## src/dpd_pkg.sv

```systemverilog
`timescale 1ns / 1ps
// ----------------------------------------------------------------------------
// dpd_pkg
// Shared widths and control types for the dot product and distance block.
// ----------------------------------------------------------------------------
package dpd_pkg;

    localparam int MAX_LEN   = 1024;
    localparam int ELEM_W    = 16;
    localparam int MUL_W     = 2 * ELEM_W;
    localparam int DIFF_W    = ELEM_W + 1;
    localparam int SQ_W      = 2 * DIFF_W;
    localparam int PROD_W    = 42;
    localparam int SQ_SUM_W  = 43;
    localparam int ROOT_W    = 22;
    localparam int RAD_W     = 2 * ROOT_W;
    localparam int REM_W     = ROOT_W + 2;
    localparam int COUNT_W   = $clog2(MAX_LEN + 1);
    localparam int STEP_W    = $clog2(ROOT_W + 1);

    // Commands from the controller to the datapath
    typedef struct packed {
        logic take;      // request accepted this cycle
        logic start;     // close the sums and seed the square root
        logic step;      // one square-root digit
        logic load_out;  // move the finished result into the output register
    } dpd_cmd_t;

    // Status from the datapath to the controller
    typedef struct packed {
        logic root_done;
        logic out_free;
    } dpd_stat_t;

endpackage

```

## src/dpd_ctrl.sv

```systemverilog
`timescale 1ns / 1ps
// ----------------------------------------------------------------------------
// dpd_ctrl
// Sequencer: accumulate pairs, drain the last one, run the root, hand off.
// ----------------------------------------------------------------------------
module dpd_ctrl
(
    input  logic             clk,
    input  logic             rst_n,
    input  logic             in_valid,
    input  logic             in_last,
    output logic             in_ready,
    input  dpd_pkg::dpd_stat_t stat,
    output dpd_pkg::dpd_cmd_t  cmd
);
    import dpd_pkg::*;

    typedef enum logic [3:0] {
        S_ACC   = 4'b0001,
        S_DRAIN = 4'b0010,
        S_ROOT  = 4'b0100,
        S_LOAD  = 4'b1000
    } state_t;

    state_t state_reg;
    state_t state_next;

    always_ff @(posedge clk or negedge rst_n)
    begin
        if (!rst_n)
        begin
            state_reg <= S_ACC;
        end
        else
        begin
            state_reg <= state_next;
        end
    end

    always_comb
    begin
        state_next   = state_reg;
        in_ready     = 1'b0;
        cmd          = '0;
        case (state_reg)
            S_ACC:
            begin
                in_ready = 1'b1;
                cmd.take = in_valid;
                if (in_valid && in_last)
                begin
                    state_next = S_DRAIN;
                end
            end
            S_DRAIN:
            begin
                cmd.start  = 1'b1;
                state_next = S_ROOT;
            end
            S_ROOT:
            begin
                if (stat.root_done)
                begin
                    state_next = S_LOAD;
                end
                else
                begin
                    cmd.step = 1'b1;
                end
            end
            S_LOAD:
            begin
                // hold until the previous result has left
                if (stat.out_free)
                begin
                    cmd.load_out = 1'b1;
                    state_next   = S_ACC;
                end
            end
            default:
            begin
                state_next = S_ACC;
            end
        endcase
    end

endmodule

```

## src/dpd_datapath.sv

```systemverilog
`timescale 1ns / 1ps
// ----------------------------------------------------------------------------
// dpd_datapath
// Product and squared-difference stage, two accumulators, a bit-serial
// integer square root and the output register.
// ----------------------------------------------------------------------------
module dpd_datapath
(
    input  logic                                  clk,
    input  logic                                  rst_n,
    input  dpd_pkg::dpd_cmd_t                     cmd,
    input  logic signed [dpd_pkg::ELEM_W-1:0]     x_element,
    input  logic signed [dpd_pkg::ELEM_W-1:0]     y_element,
    input  logic                                  last,
    output dpd_pkg::dpd_stat_t                    stat,
    output logic                                  out_valid,
    input  logic                                  out_ready,
    output logic signed [dpd_pkg::PROD_W-1:0]     dot_product,
    output logic        [dpd_pkg::ROOT_W-1:0]     distance,
    output logic                                  too_long
);
    import dpd_pkg::*;

    // request stage
    logic signed [MUL_W-1:0]  prod_c;
    logic signed [DIFF_W-1:0] diff_c;
    logic signed [SQ_W-1:0]   sq_c;
    logic                     room_c;

    logic signed [MUL_W-1:0]  prod1_reg;
    logic        [SQ_W-1:0]   sq1_reg;
    logic                     take1_reg;
    logic                     flag1_reg;

    logic [COUNT_W-1:0]       count_reg;
    logic                     over_reg;

    // accumulators
    logic [PROD_W-1:0]        prod_sum_reg;
    logic [SQ_SUM_W-1:0]      sq_sum_reg;
    logic [PROD_W-1:0]        prod_term_c;
    logic [SQ_SUM_W-1:0]      sq_term_c;
    logic [PROD_W-1:0]        prod_sum_next;
    logic [SQ_SUM_W-1:0]      sq_sum_next;

    // square root
    logic [RAD_W-1:0]         rad_reg;
    logic [REM_W-1:0]         rem_reg;
    logic [ROOT_W-1:0]        root_reg;
    logic [STEP_W-1:0]        step_reg;
    logic [PROD_W-1:0]        dot_hold_reg;
    logic                     flag_hold_reg;
    logic [REM_W-1:0]         rem_shift_c;
    logic [REM_W-1:0]         trial_c;
    logic                     fits_c;

    // output register
    logic                     out_valid_reg;
    logic [PROD_W-1:0]        dot_out_reg;
    logic [ROOT_W-1:0]        dist_out_reg;
    logic                     too_long_out_reg;

    assign prod_c = x_element * y_element;
    assign diff_c = DIFF_W'(x_element) - DIFF_W'(y_element);
    assign sq_c   = diff_c * diff_c;
    assign room_c = (count_reg < COUNT_W'(MAX_LEN));

    always_ff @(posedge clk)
    begin
        if (cmd.take)
        begin
            prod1_reg <= prod_c;
            sq1_reg   <= sq_c;
            flag1_reg <= over_reg | ~room_c;
        end
    end

    always_ff @(posedge clk or negedge rst_n)
    begin
        if (!rst_n)
        begin
            take1_reg <= 1'b0;
            count_reg <= '0;
            over_reg  <= 1'b0;
        end
        else
        begin
            take1_reg <= cmd.take & room_c;
            if (cmd.take)
            begin
                if (last)
                begin
                    count_reg <= '0;
                    over_reg  <= 1'b0;
                end
                else if (room_c)
                begin
                    count_reg <= count_reg + COUNT_W'(1);
                end
                else
                begin
                    over_reg <= 1'b1;
                end
            end
        end
    end

    assign prod_term_c   = take1_reg ? {{(PROD_W - MUL_W){prod1_reg[MUL_W-1]}}, prod1_reg}
                                     : '0;
    assign sq_term_c     = take1_reg ? {{(SQ_SUM_W - SQ_W){1'b0}}, sq1_reg} : '0;
    assign prod_sum_next = prod_sum_reg + prod_term_c;
    assign sq_sum_next   = sq_sum_reg + sq_term_c;

    always_ff @(posedge clk or negedge rst_n)
    begin
        if (!rst_n)
        begin
            prod_sum_reg <= '0;
            sq_sum_reg   <= '0;
        end
        else if (cmd.start)
        begin
            prod_sum_reg <= '0;
            sq_sum_reg   <= '0;
        end
        else
        begin
            prod_sum_reg <= prod_sum_next;
            sq_sum_reg   <= sq_sum_next;
        end
    end

    // one root bit per step, two radicand bits shifted in
    assign rem_shift_c = {rem_reg[REM_W-3:0], rad_reg[RAD_W-1 -: 2]};
    assign trial_c     = {root_reg, 2'b01};
    assign fits_c      = (rem_shift_c >= trial_c);

    always_ff @(posedge clk)
    begin
        if (cmd.start)
        begin
            rad_reg       <= {{(RAD_W - SQ_SUM_W){1'b0}}, sq_sum_next};
            rem_reg       <= '0;
            root_reg      <= '0;
            dot_hold_reg  <= prod_sum_next;
            flag_hold_reg <= flag1_reg;
        end
        else if (cmd.step)
        begin
            rad_reg  <= {rad_reg[RAD_W-3:0], 2'b00};
            rem_reg  <= fits_c ? (rem_shift_c - trial_c) : rem_shift_c;
            root_reg <= {root_reg[ROOT_W-2:0], fits_c};
        end
    end

    always_ff @(posedge clk or negedge rst_n)
    begin
        if (!rst_n)
        begin
            step_reg <= '0;
        end
        else if (cmd.start)
        begin
            step_reg <= '0;
        end
        else if (cmd.step)
        begin
            step_reg <= step_reg + STEP_W'(1);
        end
    end

    always_ff @(posedge clk or negedge rst_n)
    begin
        if (!rst_n)
        begin
            out_valid_reg <= 1'b0;
        end
        else if (cmd.load_out)
        begin
            out_valid_reg <= 1'b1;
        end
        else if (out_ready)
        begin
            out_valid_reg <= 1'b0;
        end
    end

    always_ff @(posedge clk)
    begin
        if (cmd.load_out)
        begin
            dot_out_reg      <= dot_hold_reg;
            dist_out_reg     <= root_reg;
            too_long_out_reg <= flag_hold_reg;
        end
    end

    assign stat.root_done = (step_reg == STEP_W'(ROOT_W));
    assign stat.out_free  = ~out_valid_reg | out_ready;

    assign out_valid   = out_valid_reg;
    assign dot_product = dot_out_reg;
    assign distance    = dist_out_reg;
    assign too_long    = too_long_out_reg;

endmodule

```

## src/dot_product_and_distance.sv

```systemverilog
`timescale 1ns / 1ps
// ----------------------------------------------------------------------------
// dot_product_and_distance
// Streamed dot product and Euclidean distance of two Q7.8 vectors.
//
//   Channel   Dir  Handshake                    Payload
//   s_axis    in   s_axis_tvalid/tready/tlast   x_element, y_element
//   m_axis    out  m_axis_tvalid/tready         dot_product, distance, too_long
//
// One pair is taken per cycle while accumulating. After the pair marked last
// the input stalls while the sums are closed, the 22 digit steps of the
// bit-serial square root run and finish, and the result is loaded into the output
// register; the stall lasts longer if the previous result has not been taken yet.
// Reset clears the sums, the pair count and the handshake state.
// A waiting result does not block the next vector from accumulating.
// ----------------------------------------------------------------------------
module dot_product_and_distance
(
    input  logic        clk,
    input  logic        rst_n,
    input  logic        s_axis_tvalid,
    output logic        s_axis_tready,
    input  logic [31:0] s_axis_tdata,   // x_element [15:0], y_element [31:16]
    input  logic        s_axis_tlast,
    output logic        m_axis_tvalid,
    input  logic        m_axis_tready,
    output logic [63:0] m_axis_tdata,   // dot_product [41:0], distance [63:42]
    output logic        m_axis_tuser    // too_long [0]
);
    import dpd_pkg::*;

    dpd_cmd_t                 cmd;
    dpd_stat_t                stat;
    logic signed [PROD_W-1:0] dot_product;
    logic [ROOT_W-1:0]        distance;
    logic                     too_long;

    dpd_ctrl u_ctrl
    (
        .clk      (clk),
        .rst_n    (rst_n),
        .in_valid (s_axis_tvalid),
        .in_last  (s_axis_tlast),
        .in_ready (s_axis_tready),
        .stat     (stat),
        .cmd      (cmd)
    );

    dpd_datapath u_datapath
    (
        .clk         (clk),
        .rst_n       (rst_n),
        .cmd         (cmd),
        .x_element   (s_axis_tdata[ELEM_W-1:0]),
        .y_element   (s_axis_tdata[2*ELEM_W-1:ELEM_W]),
        .last        (s_axis_tlast),
        .stat        (stat),
        .out_valid   (m_axis_tvalid),
        .out_ready   (m_axis_tready),
        .dot_product (dot_product),
        .distance    (distance),
        .too_long    (too_long)
    );

    assign m_axis_tdata = {distance, dot_product};
    assign m_axis_tuser = too_long;

endmodule
```

## config.mk

```make
export PLATFORM = sky130hd
export DESIGN_NAME = dot_product_and_distance
export DESIGN_NICKNAME = d
export VERILOG_FILES = /design/src/dpd_pkg.sv /design/src/dpd_ctrl.sv /design/src/dpd_datapath.sv /design/src/dot_product_and_distance.sv
export SDC_FILE = /design/constraint.sdc
export NUM_CORES = 2
export LEC_CHECK = 0
export BUFFER_PORTS_ARGS = -buffer_cell sky130_fd_sc_hd__buf_2
export CELL_PAD_IN_SITES_DETAIL_PLACEMENT = 1
export CELL_PAD_IN_SITES_GLOBAL_PLACEMENT = 2
export CORE_UTILIZATION = 46
export CTS_BUF_LIST = sky130_fd_sc_hd__clkbuf_16
export DETAILED_ROUTE_END_ITERATION = 8
export MAX_ROUTING_LAYER = met4
export PLACE_DENSITY_LB_ADDON = 0.3
export SYNTH_ARGS = -nofsm -noshare
export SYNTH_HDL_FRONTEND = slang
export SYNTH_SLANG_ARGS = --single-unit
```

## constraint.sdc

```tcl
create_clock -name clk -period 7.33 [get_ports clk]
set_input_delay 1.466 -clock clk [delete_from_list [all_inputs] [get_ports clk]]
set_output_delay 1.466 -clock clk [all_outputs]
set_load 0.01 [all_outputs]
```

# Word-level counts from Yosys, hierarchy flattened
# Index checks and enable logic that the tools add are counted.
# classes
n_addsub	6
mul	2
div_mod_pow	0
order_cmp	2
n_eq_ne	9
shift	0
n_mux	26
bitwise_logic	5
n_reduce_logical	7
# ops
operator	count
$mux 43	3
$mux 42	2
$add 43x43->43	1
$add 42x42->42	1
$mul 17x17->34	1
$mux 34	1
$mul 16x16->32	1
$ge 24x24->1	1
$mux 11	2
$mux 22	1
$sub 22x22->22	1
$sub 16x16->17	1
$pmux 4 s4	1
$mux 4	3
$add 11x1->11 const B	1
$lt 11x11->1 const B	1
$mux 1	11
$mux 5	2
$ne 2x2->1 const B	3
$reduce_bool 2->1	3
$add 5x1->5 const B	1
$eq 5x5->1 const B	1
$eq 4x1->1 const B	1
$eq 4x2->1 const B	1
9 further kinds	12
# word_totals
ff_bits	371
latch_bits	0
mem_bits_rw	0
romBits	0
input_bits	37
out_inout_bits	67
mem_count	0

# Logic depth before layout (Yosys ltp)
# depth
word_depth	5
mapped_depth	35
ltp_nobuf	33

# By module
# Synthesis repeated with hierarchy kept, for this count alone.
# unflattened
hier_cells	3902
area_unflattened_um2	38389.3
# modules_own_cells
module	n_inst	cells_per_inst	area_per_inst_um2	seq_area_each_um2
dpd_datapath	1	3873	38112.8	10019.6
dpd_ctrl	1	29	276.5	101.3

# Least setup slack after synthesis
# Ideal clock, no wire load.
# synth_path
path_kind	input port to flip-flop
startpoint	in s_axis_tdata[0]
endpoint	reg u_datapath.sq1_reg[33] (data pin)
setup_ps	260
t_arrival_ps	9763
required_time_ps	7070
slack_ps	-2693
cell_stages	33
cell_sequence	inv_1 > buf_1 > ha_1 > fa_1 > nor2b_1 > o21a_1 > o21ai_2 > a2111oi_2 > o311a_1 > o31a_1 > or4b_4 > o21ai_4 > buf_2 > nand2_1 > fa_1 > inv_1 > fa_1 > fa_1 > fa_1 > fa_1 > inv_1 > fa_1 > inv_1 > ha_1 > nand3_1 > nor2_1 > a221oi_1 > nand2_1 > a31oi_1 > nor2_1 > a2111oi_0 > a21oi_1 > xnor2_1
# synth_via
elab_chain_cells	2
# synth_rtl
item	line_no	text
start, declared	dot_product_and_distance.sv:23	input logic [31:0] s_axis_tdata,
$sub 16x16->17	dpd_datapath.sv:64	assign diff_c = DIFF_W'(x_element) - DIFF_W'(y_element);
$mul 17x17->34	dpd_datapath.sv:65	assign sq_c = diff_c * diff_c;
via u_datapath.sq_c[33]	dpd_datapath.sv:27	logic signed [SQ_W-1:0] sq_c;
end signal, assigned	dpd_datapath.sv:73	sq1_reg <= sq_c;
end, declared	dpd_datapath.sv:31	logic [SQ_W-1:0] sq1_reg;
# The timed path passes the listed nets, and every way through them passes these cells.
# A chain may end at the register's enable or synchronous reset.

# Final worst setup path
# layout_path
startpoint	in s_axis_tdata[0]
endpoint	reg u_datapath.sq1_reg[32] (data pin)
# Same word-level chain as after synthesis.

==> impl_results.md <==
* Status: finished, violations left
* Failing checks: setup timing
* Die width at 290 um
* Syn Inst Count at 3871
* First-pass DRT Iterations at 5
* Mapped Avg Cell Area at 9.87 um2
* Detail Route Antenna Nets at 0
* Final hold vios at 0
* Placement row count at 105
* Crit path launch: s_axis_tdata[0]
* Yosys top cell by area: fa_1
* Wirelength per Cell at 20.1 um
* Final period utilization at 120%
* Die area at 0.0842 mm2
* Share of the synthesized area in the top cell type at 28.0%
* Slew Limit Fails at 0
* # diodes at 0
* Crit-path max FO at 11
* CTS max path bufs at 3
* First-pass GRT wire length at 175000 um
* Antenna violations before repair at 0
* RSZ-0062 raised after global routing: true
* #FFs+latches synth at 370
* Crit-path slowest cell: fa_1
* DRC at 0
* Core ar. at 0.0821 mm2
* Critical Path Max Stage Delay at 540 ps
* IO Count at 104
* Clock slew at reported path FFs at 60 ps
* Drt initial violations at 1229
* Kind of end point of the critical path: register
* H-tree depth at 2
* Setup ws final at -1480 ps
* WS Path Type: input port to register
* Syn_nets at 4741
* Buffers on Ports at 103
* Hold depth at 0
* Die height at 290 um
* Top Layer Used: met4
* Hold WC Path Type: register to register
* HPWL after detailed placement at 85800 um
* Commonest cells in the netlist: 700 x inv_1, 534 x fa_1, 328 x nand2_1, 299 x ha_1, 253 x nor2_1
* Total Wirelength at 109000 um
* Worst flop-to-flop path startpoint: u_datapath.take1_reg$_DFF_PN0_
* Crit path top cell by count: fa_1
* Ys flop type: edfxtp_1
* Async S/R FF share, synth at 29.2%
* Worst Clk Skew at 28.4 ps
* CTS Sinks at 370
* Area Growth Syn to Fin at 20.2%
* Global route overflow at 0
* GP Congestion at 0.888
* Largest net degree at the start of global routing at 84
* Vias in the first global route at 32300
* Most instantiated library cell after synthesis: inv_1
* Hold_sp: u_datapath.dot_hold_reg[24]$_DFFE_PN_
* NumNets Final at 5203
* Later-pin clock latency in the skew report at 560 ps
* Max-cap violations at 0
* Max reg flops at 44
* Fill count at 9070
* Via count at 28800
* Largest cells by area after synthesis: fa_1 28%, edfxtp_1 17%, ha_1 9.8%, dfrtp_1 7.0%, inv_1 6.9%
* Cell Area, Synth at 0.0382 mm2
* GRT Util Overall at 26.8%
* Worst Tran Pin Value at 918 ps
* CTS Buf Count at 39
* Register-to-Register Path Depth at 14
* Metal-1 WL at 48600 um
* Element type at the critical path start: input port
* Worst Path Arrival at 9100 ps
* CTS Root Cell: clkbuf_16
* Starting Density at 46.5%
* DP Worst Slack at -2400 ps
* Hold slack at 403 ps
* Number of synthesized flops with an enable pin at 217
* CTS tree: yes
* Synth warnings at 0
* # setup viols final at 22
* Slew headroom at 37.8%
* Worst EP required at 7620 ps
* Fin Setup TNS at -22300 ps
* Fmax at 0.114 GHz
* Metal3 WL at 4430 um
* Drt via density at 5.31
* Fraction of layout cells with a size suffix above 1 at 19.7%
* Crit path time final at 8810 ps
* Netlist cell types at 79
* Seq/Total Area, Yosys at 26.5%
* Met2 wire len at 53200 um
-- kinds of logic (layout without fill, tap and decap cells) --
kind of cell | Yosys count | count (layout) | synth area share [%]
AND/OR/NAND/NOR | 1033 | 1033 | 12.9
adder cells (fa/ha/maj) | 833 | 833 | 37.8
buffers and inverters | 824 | 1316 | 8.15
AO/OA/AOI/OAI | 611 | 611 | 10.1
flip-flops | 370 | 370 | 26.5
XOR/XNOR | 187 | 187 | 4.29
multiplexers | 13 | 13 | 0.340
-- stage by stage --
stage	instance area, um2	util (%)	std cells
final	45900	55.9	5433
after global routing	45900	55.9	5433
after CTS	45300	55.2	5416
after detailed placement	43000	52.4	5296
after global placement	43000	52.4	5296
after floorplan	38800	-	3871
-- layout by cell type (no fill, tap or decap), types with 111 or more instances in the layout --
master	n
a21oi_1	144
and2_1	197
o21ai_0	156
ha_1	270
buf_4	370
fa_1	505
inv_1	657
edfxtp_1	217
xnor2_1	111
nand2_1	308
nor2_1	224
-- path summary, 6_finish.rpt --
check	end	slack (ps)
max	u_datapath.sq1_reg[32]$_DFFE_PP_	-1480
min	u_datapath.dot_product[24]$_DFFE_PP_	400
max reg2reg	u_datapath.rad_reg[38]$_DFFE_PP_	3220
min reg2reg	u_datapath.dot_product[24]$_DFFE_PP_	400
max in group asynchronous	u_datapath.sq_sum_reg[26]$_DFF_PN0_	4990
min in group asynchronous	u_datapath.prod_sum_reg[35]$_DFF_PN0_	980
-- timing repair --
item / CTS / global route
pin swaps: 149 / 81
resized for setup: 177 / 117
gates cloned: 0 / 1
setup endpoints to repair: 24 / 29
hold buffers: 0 / 0
setup buffers: 53 / 20
-- routing by layer --
layer | GRT usage, % | up-vias
met5 | - | -
met4 | 6.25 | 0
met3 | 2.49 | 178
met2 | 44.8 | 562
met1 | 35.3 | 14700
li1 | - | 13400
-- worst max-delay path: cells and delay by family --
kind / cells / cell delay [ps]
xor+xnor: 3 / 480
simple gates: 7 / 1210
fa+ha+maj: 8 / 3140
compound gates: 10 / 1880
buf+inv: 9 / 890
-- final cells by class --
type	count	area (um2)	share of cell area [%]
clock buffers	40	1000	2.18
repair buffers	537	4190	9.13
inverters	708	2720	5.91
well taps	1070	1340	2.91
multi-input cells	2677	26300	57.2
clock inverters	31	289	0.629
flip-flops and latches	370	10100	22.0
Power is left out: the tool's default activity adds up to more than one toggle a clock period on the data nets, which glitch-free logic cannot reach.
